**config.mk**
```make
export PLATFORM = sky130hd
export DESIGN_NAME = lru_key_value_cache_core
export DESIGN_NICKNAME = d
export VERILOG_FILES = /design/src/hdl/lkv_pkg.sv /design/src/hdl/lkv_lookup.sv /design/src/hdl/lkv_store.sv /design/src/hdl/lru_key_value_cache_core.sv
export SDC_FILE = /design/constraint.sdc
export NUM_CORES = 2
export LEC_CHECK = 0
export BUFFER_PORTS_ARGS = -buffer_cell sky130_fd_sc_hd__buf_2
export CAP_MARGIN = 0
export CELL_PAD_IN_SITES_DETAIL_PLACEMENT = 0
export CELL_PAD_IN_SITES_GLOBAL_PLACEMENT = 1
export CORE_ASPECT_RATIO = 1.5
export CORE_MARGIN = 2
export CORE_UTILIZATION = 40
export DETAILED_ROUTE_END_ITERATION = 12
export PLACE_DENSITY_LB_ADDON = 0.1
export SKIP_CTS_REPAIR_TIMING = 1
export SYNTH_ARGS = -nofsm -noshare
export SYNTH_HDL_FRONTEND = slang
export SYNTH_SLANG_ARGS = --single-unit
```
**constraint.sdc**
```tcl
create_clock -name clk -period 12.9 [get_ports clk]
set_input_delay 2.58 -clock clk [delete_from_list [all_inputs] [get_ports clk]]
set_output_delay 2.58 -clock clk [all_outputs]
set_load 0.005 [all_outputs]
```
**src/hdl/lkv_pkg.sv**
```systemverilog
// shared types and constants for the lru key/value cache
package lkv_pkg;

  localparam int KEY_W       = 64;
  localparam int VAL_W       = 64;
  localparam int CAP_W       = 5;
  localparam int OCC_W       = 5;
  localparam int ENTRIES_DEF = 16;

  localparam logic [CAP_W-1:0] CAP_RESET = 5'd16;

  // operation codes
  localparam logic ACT_GET = 1'b0;
  localparam logic ACT_PUT = 1'b1;

  typedef struct packed {
    logic             action;
    logic [KEY_W-1:0] key;
    logic [VAL_W-1:0] value;
  } lkv_in_t;

  typedef struct packed {
    logic             hit;
    logic [VAL_W-1:0] value_res;
    logic [OCC_W-1:0] occupancy;
  } lkv_out_t;

endpackage

```
**src/hdl/lkv_lookup.sv**
```systemverilog
// parallel key compare across all entries
module lkv_lookup
  import lkv_pkg::*;
#(
  parameter int ENTRIES = ENTRIES_DEF
) (
  input  logic               entry_valid [ENTRIES],
  input  logic [KEY_W-1:0]   entry_key   [ENTRIES],
  input  logic [KEY_W-1:0]   probe_key,
  output logic [ENTRIES-1:0] match
);

  always_comb begin
    for (int i = 0; i < ENTRIES; i++) begin
      match[i] = entry_valid[i] && (entry_key[i] == probe_key);
    end
  end

endmodule

```
**src/hdl/lkv_store.sv**
```systemverilog
// entry storage, recency ranks and the per-item update
module lkv_store
  import lkv_pkg::*;
#(
  parameter int ENTRIES = ENTRIES_DEF
) (
  input  logic               clk,
  input  logic               rst_n,
  input  logic               req_vld,
  input  lkv_in_t            req,
  input  logic [ENTRIES-1:0] match,
  input  logic [CAP_W-1:0]   capacity,
  output logic               entry_valid [ENTRIES],
  output logic [KEY_W-1:0]   entry_key   [ENTRIES],
  output lkv_out_t           res
);

  localparam int RANK_W = (ENTRIES > 1) ? $clog2(ENTRIES) : 1;
  localparam int CNT_W  = $clog2(ENTRIES + 1);
  localparam int CMP_W  = (CNT_W > CAP_W) ? CNT_W : CAP_W;

  logic [ENTRIES-1:0] valid_r, valid_nxt;
  logic [KEY_W-1:0]   key_r   [ENTRIES];
  logic [KEY_W-1:0]   key_nxt [ENTRIES];
  logic [VAL_W-1:0]   val_r   [ENTRIES];
  logic [VAL_W-1:0]   val_nxt [ENTRIES];
  logic [RANK_W-1:0]  rank_r  [ENTRIES];
  logic [RANK_W-1:0]  rank_nxt[ENTRIES];
  logic [CNT_W-1:0]   count_r, count_nxt;

  logic               hit, is_put, evict, insert;
  logic [VAL_W-1:0]   hit_val;
  logic [RANK_W-1:0]  hit_rank;
  logic [CMP_W-1:0]   cap_ext, cap_eff;
  logic [CNT_W-1:0]   cnt_m1;
  logic [ENTRIES-1:0] victim, valid_post, free_vec, slot;

  // capacity clamped to 1..ENTRIES
  always_comb begin
    cap_ext = CMP_W'(capacity);
    if (cap_ext == '0) begin
      cap_eff = CMP_W'(1);
    end else if (cap_ext > CMP_W'(ENTRIES)) begin
      cap_eff = CMP_W'(ENTRIES);
    end else begin
      cap_eff = cap_ext;
    end
  end

  // match is one-hot or zero, so an or of masked entries selects
  always_comb begin
    hit_val  = '0;
    hit_rank = '0;
    for (int i = 0; i < ENTRIES; i++) begin
      hit_val  = hit_val  | (match[i] ? val_r[i]  : '0);
      hit_rank = hit_rank | (match[i] ? rank_r[i] : '0);
    end
  end

  assign hit    = |match;
  assign is_put = (req.action == ACT_PUT);
  assign insert = !hit && is_put;
  assign evict  = insert && (CMP_W'(count_r) >= cap_eff);
  assign cnt_m1 = count_r - CNT_W'(1);

  // ranks are distinct 0..count-1, so the oldest holds count-1
  always_comb begin
    for (int i = 0; i < ENTRIES; i++) begin
      victim[i] = valid_r[i] && (CNT_W'(rank_r[i]) == cnt_m1);
    end
  end

  assign valid_post = valid_r & ~(evict ? victim : '0);
  assign free_vec   = ~valid_post;
  assign slot       = free_vec & (~free_vec + ENTRIES'(1));

  always_comb begin
    valid_nxt = valid_r;
    count_nxt = count_r;
    for (int i = 0; i < ENTRIES; i++) begin
      key_nxt[i]  = key_r[i];
      val_nxt[i]  = val_r[i];
      rank_nxt[i] = rank_r[i];
    end
    if (req_vld) begin
      if (hit) begin
        for (int i = 0; i < ENTRIES; i++) begin
          if (match[i]) begin
            rank_nxt[i] = '0;
            if (is_put) begin
              val_nxt[i] = req.value;
            end
          end else if (valid_r[i] && (rank_r[i] < hit_rank)) begin
            rank_nxt[i] = rank_r[i] + RANK_W'(1);
          end
        end
      end else if (is_put) begin
        for (int i = 0; i < ENTRIES; i++) begin
          if (slot[i]) begin
            key_nxt[i]  = req.key;
            val_nxt[i]  = req.value;
            rank_nxt[i] = '0;
          end else if (valid_post[i]) begin
            rank_nxt[i] = rank_r[i] + RANK_W'(1);
          end
        end
        valid_nxt = valid_post | slot;
        count_nxt = (evict ? count_r : count_r + CNT_W'(1));
      end
    end
  end

  always_ff @(posedge clk) begin
    if (!rst_n) begin
      valid_r <= '0;
      count_r <= '0;
    end else begin
      valid_r <= valid_nxt;
      count_r <= count_nxt;
    end
  end

  always_ff @(posedge clk) begin
    for (int i = 0; i < ENTRIES; i++) begin
      key_r[i]  <= key_nxt[i];
      val_r[i]  <= val_nxt[i];
      rank_r[i] <= rank_nxt[i];
    end
  end

  always_comb begin
    for (int i = 0; i < ENTRIES; i++) begin
      entry_valid[i] = valid_r[i];
      entry_key[i]   = key_r[i];
    end
  end

  logic [CMP_W-1:0] occ_ext;
  assign occ_ext = CMP_W'(count_nxt);

  always_comb begin
    res.hit       = hit;
    res.value_res = (hit && !is_put) ? hit_val : '0;
    res.occupancy = occ_ext[OCC_W-1:0];
  end

endmodule

```
**src/hdl/lru_key_value_cache_core.sv**
```systemverilog
// top level of the fully associative lru key/value cache
//
//   channel  ports                          direction  handshake
//   -------  -----------------------------  ---------  ------------------------------
//   request  start, busy, in_item           in         taken when start && !busy
//   result   out_valid, out_item            out        one-cycle strobe, no back-pressure
//   config   cfg_we, cfg_wdata              in         capacity written when cfg_we
//
// one item per cycle, sustained; busy is never raised
// each item passes the request register, then compare/update and the result register
// all state for an item is written as it leaves the request register, so the next item
// behind it in that register already sees it
// synchronous active-low reset clears the valid bits, the count and the strobes
// the receiver cannot stall; every result is shown for exactly one cycle
module lru_key_value_cache_core
  import lkv_pkg::*;
#(
  parameter int ENTRIES = ENTRIES_DEF
) (
  input  logic             clk,
  input  logic             rst_n,
  // request channel
  input  logic             start,
  output logic             busy,
  input  lkv_in_t          in_item,
  // result channel
  output logic             out_valid,
  output lkv_out_t         out_item,
  // capacity register
  input  logic             cfg_we,
  input  logic [CAP_W-1:0] cfg_wdata
);

  // request register
  logic     req_vld_r;
  lkv_in_t  req_r;

  // result register
  logic     out_vld_r;
  lkv_out_t out_r;

  // capacity register, clamped later in the store
  logic [CAP_W-1:0] cap_r;

  logic               entry_valid [ENTRIES];
  logic [KEY_W-1:0]   entry_key   [ENTRIES];
  logic [ENTRIES-1:0] match;
  lkv_out_t           res;

  // the whole update is done between the request and result registers, so the request side never waits
  assign busy = 1'b0;

  always_ff @(posedge clk) begin
    if (!rst_n) begin
      req_vld_r <= 1'b0;
      out_vld_r <= 1'b0;
      cap_r     <= CAP_RESET;
    end else begin
      req_vld_r <= start && !busy;
      out_vld_r <= req_vld_r;
      if (cfg_we) begin
        cap_r <= cfg_wdata;
      end
    end
  end

  // payload registers need no reset
  always_ff @(posedge clk) begin
    if (start && !busy) begin
      req_r <= in_item;
    end
    out_r <= res;
  end

  // compare the request key against every stored key at once
  lkv_lookup #(
    .ENTRIES (ENTRIES)
  ) u_lookup (
    .entry_valid (entry_valid),
    .entry_key   (entry_key),
    .probe_key   (req_r.key),
    .match       (match)
  );

  // hit/miss handling, eviction of the oldest entry and rank aging
  lkv_store #(
    .ENTRIES (ENTRIES)
  ) u_store (
    .clk         (clk),
    .rst_n       (rst_n),
    .req_vld     (req_vld_r),
    .req         (req_r),
    .match       (match),
    .capacity    (cap_r),
    .entry_valid (entry_valid),
    .entry_key   (entry_key),
    .res         (res)
  );

  assign out_valid = out_vld_r;
  assign out_item  = out_r;

endmodule
```
==> run_results.csv <==
group,metric,value,unit
run_status,status,"finished clean",
global_route,antenna_found_initial,13,
yosys,synth_cells,5725,
global_route,grt_max_degree,65,
clocking,cts_root_buf,"clkbuf_16",
setup_path,critPathKind,"flop to flop",
drt,drc,0,
pwr,switchingPower,0.00357,W
yosys,synth.net_count,5902,
pwr,p_seq_share,53.5,%
setup_path,crit_chain,"buf_4 > inv_1 > o2bb2ai_1 > nor4_1 > nand4_1 > nor4_4 > buf_4 > nor4_1 > nand4_2 > or2_1 > o2111ai_1 > nor2b_1 > a21o_1 > nor2b_4 > buf_4 > buf_4",
placement,gp_congestion,0.937,
global_route,gr-usage-all-layers,26.6,%
pwr,p_leak,33.2,nW
setup_path,worstSetupStartpointType,"flop",
yosys,netlist_area,93000,um2
pwr,p_int,0.0124,W
setup_path,worst-path-buf-inv,5,
die,io_pins,210,
yosys,synthFlopType,"edfxtp_1",
layout,layout_common_cells,"edfxtp_1 (2241), xnor2_1 (610), a22oi_1 (285)",
clocking,clock_path_buffers,4,
layout,fin_nets,6256,
pwr,peakVddDrop,0.118,mV
setup_path,arrival,8770,ps
clocking,clk_pin_slew,60,ps
sta,rsz0062_at_grt,"false",
yosys,synth-async-reset-ratio,0,%
sta,timing.clock.skew,50.9,ps
pwr,clockPowerShare,41.7,%
setup_path,endpoint_kind,"flop",
sta,slew_violations,0,
layout,final_cell_area,106000,um2
pwr,power_frac_comb,4.8,%
placement,placed_cell_area,98600,um2
layout,layout_commonest_cell,"edfxtp_1",
yosys,ys_warn_count,0,
clocking,clock_sinks,2339,
sta,finalHoldViolCount,0,
die,die_w,398,um
setup_path,slowest_delay,900,ps
sta,fin_crit_sh,64.1,%
clocking,insertion_delay,890,ps
drt,vias_per_cell,5.78,
die,die_h,595,um
layout,syn2layout_area_growth,13.9,%
yosys,synth_enable_flop_cells,2241,
pwr,p_per_area,151,nW/um2
layout,layout-drive-gt1-share,13.1,%
die,rows,216,
drt,wl_per_cell,34.3,um
yosys,yosysSeqAreaShare,74.5,%
hold_path,hold_class,"flop to flop",
sta,fin_hold_ws,527,ps
setup_path,critical-path-slowest-cell,"nor4_1",
sta,fmax,121,MHz
drt,antenna_left,0,
die,start_util,40.3,%
sta,tns,0,ps
setup_path,cp_data_required_time,13400,ps
setup_path,cpLargestDelayFamily,"simple AND/OR/NAND/NOR gates",
drt,drt_iter0_drc,4704,
yosys,synth_cell_type_count,87,
die,coreArea,231000,um2
sta,slew_headroom,3.21,%
sta,fin_crit,8270,ps
pwr,swShare,22.4,%
clocking,cts_tree,"done",
global_route,overflow,0,
drt,dr.pass1.iters,7,
yosys,synth.avg_cell_area,16.2,um2
drt,drt-total-wl,320000,um
global_route,grt_pass1_vias,53838,
clocking,htree_num_levels,4,
placement,port_buffers,208,
placement,dpl.hpwl,196000,um
drt,detailroute.via_count,53858,
run,maxCapViolCount,0,
yosys,ys_ff_latch,2339,
sta,worstMarginPinSlew,1440,ps
global_route,grt_first_pass_wirelength,440000,um
die,die-area,236000,um2
setup_path,crit_fanout,31,
clocking,numCtsBuffers,228,
setup_path,critical_path.most_common_cell,"buf_4",
sta,finalSetupViolCount,0,
pwr,finalPower,0.0159,W
-- registers in the layout, indices dropped and copies added, names as in the netlist --
register and count:
req_vld_r 1, u_store.rank_r 64, cap_r 5, u_store.count_r 5
out_valid 1, out_item 70, u_store.valid_r 16, req_r 129
u_store.val_r 1024, u_store.key_r 1024
-- worst paths after layout --
kind                                 start                     to  slack (ps)  cells after the start
worst max-delay path            req_r[115]  u_store.val_r[1][423]        4630                     16
worst min-delay path              cap_r[0]               cap_r[0]         530                      2
worst max register to register  req_r[115]  u_store.val_r[1][423]        4630                     16
worst min register to register    cap_r[0]               cap_r[0]         530                      2
-- per-layer routing --
metal,wire [um],global-route usage (%)
met5,13,0
met4,15400,11.4
met3,15900,3.40
met2,165000,47.4
met1,123000,32.2
-- worst min-delay path, delay by kind of cell (launching register included) --
| family | cells | cell delay, ps |
|---|---|---|
| multiplexers | 1 | 70 |
| flip-flops | 1 | 330 |
| AND/OR/NAND/NOR | 1 | 90 |
-- synth_stat cells (17+ instances only) --
cell type / n / area, um2
nand3_1: 59 / 295
nor4_1: 109 / 682
ha_1: 39 / 488
a21oi_1: 20 / 100
nand2_1: 115 / 432
o22ai_1: 42 / 263
a31oi_1: 29 / 181
dfxtp_1: 98 / 1960
o2bb2ai_1: 23 / 201
a22oi_1: 285 / 2140
a22o_1: 142 / 1240
a2111oi_0: 17 / 149
nor2b_1: 94 / 588
nand4_1: 202 / 1260
a41oi_1: 49 / 429
nor3_1: 53 / 265
buf_1: 25 / 93.8
xor2_1: 263 / 2300
o2111ai_1: 47 / 412
and3_1: 50 / 313
clkbuf_1: 134 / 503
and2_1: 17 / 106
inv_1: 123 / 462
nand2b_1: 146 / 913
o21ai_0: 55 / 275
buf_2: 121 / 606
xnor2_1: 612 / 5360
edfxtp_1: 2241 / 67300
a221oi_1: 135 / 1180
nor2_1: 153 / 574
-- cells by family (layout without fill, tap and decap cells) --
family,after synthesis,count (layout),synth area share [%]
simple gates,1049,1049,6.29
other cells,1,6,0.00403
flops,2339,2339,74.5
fa+ha+maj,55,55,0.698
mux,4,4,0.0431
buf+inv,427,963,1.94
xor+xnor,875,875,8.24
compound gates,975,975,8.33
-- power groups by stage --
stage | Clock (W) | Combinational, W | Sequential, W
global placement | 0 | 0.000777 | 0.00868
CTS | 0.00677 | 0.000780 | 0.00853
global route | 0.00704 | 0.000804 | 0.00854
detailed placement | 0 | 0.000777 | 0.00869
finish | 0.00664 | 0.000772 | 0.00853
floorplan | 0 | 0.000366 | 0.00868
-- layout make-up --
| cell class | count | area [um2] |
|---|---|---|
| flip-flops and latches | 2339 | 69300 |
| fillers | 20185 | 125000 |
| multi-input cells | 2959 | 22400 |
| inverters | 134 | 503 |
| well taps | 3052 | 3820 |
| clock buffers | 299 | 6260 |
| diodes | 5 | 12.5 |
| repair buffers | 417 | 2680 |
| clock inverters | 113 | 1000 |
-- through the flow --
step / utilization [%] / setup WS (ps) / instances
after global placement: 42.7 / 4290 / 8899
after global routing: 45.8 / 4370 / 9314
final: 45.8 / 4630 / 9318
after CTS: 45.8 / 4530 / 9313
after floorplan: - / 2740 / 5725
after detailed placement: 42.7 / 4560 / 8901
(Power assumes the default switching activity.)
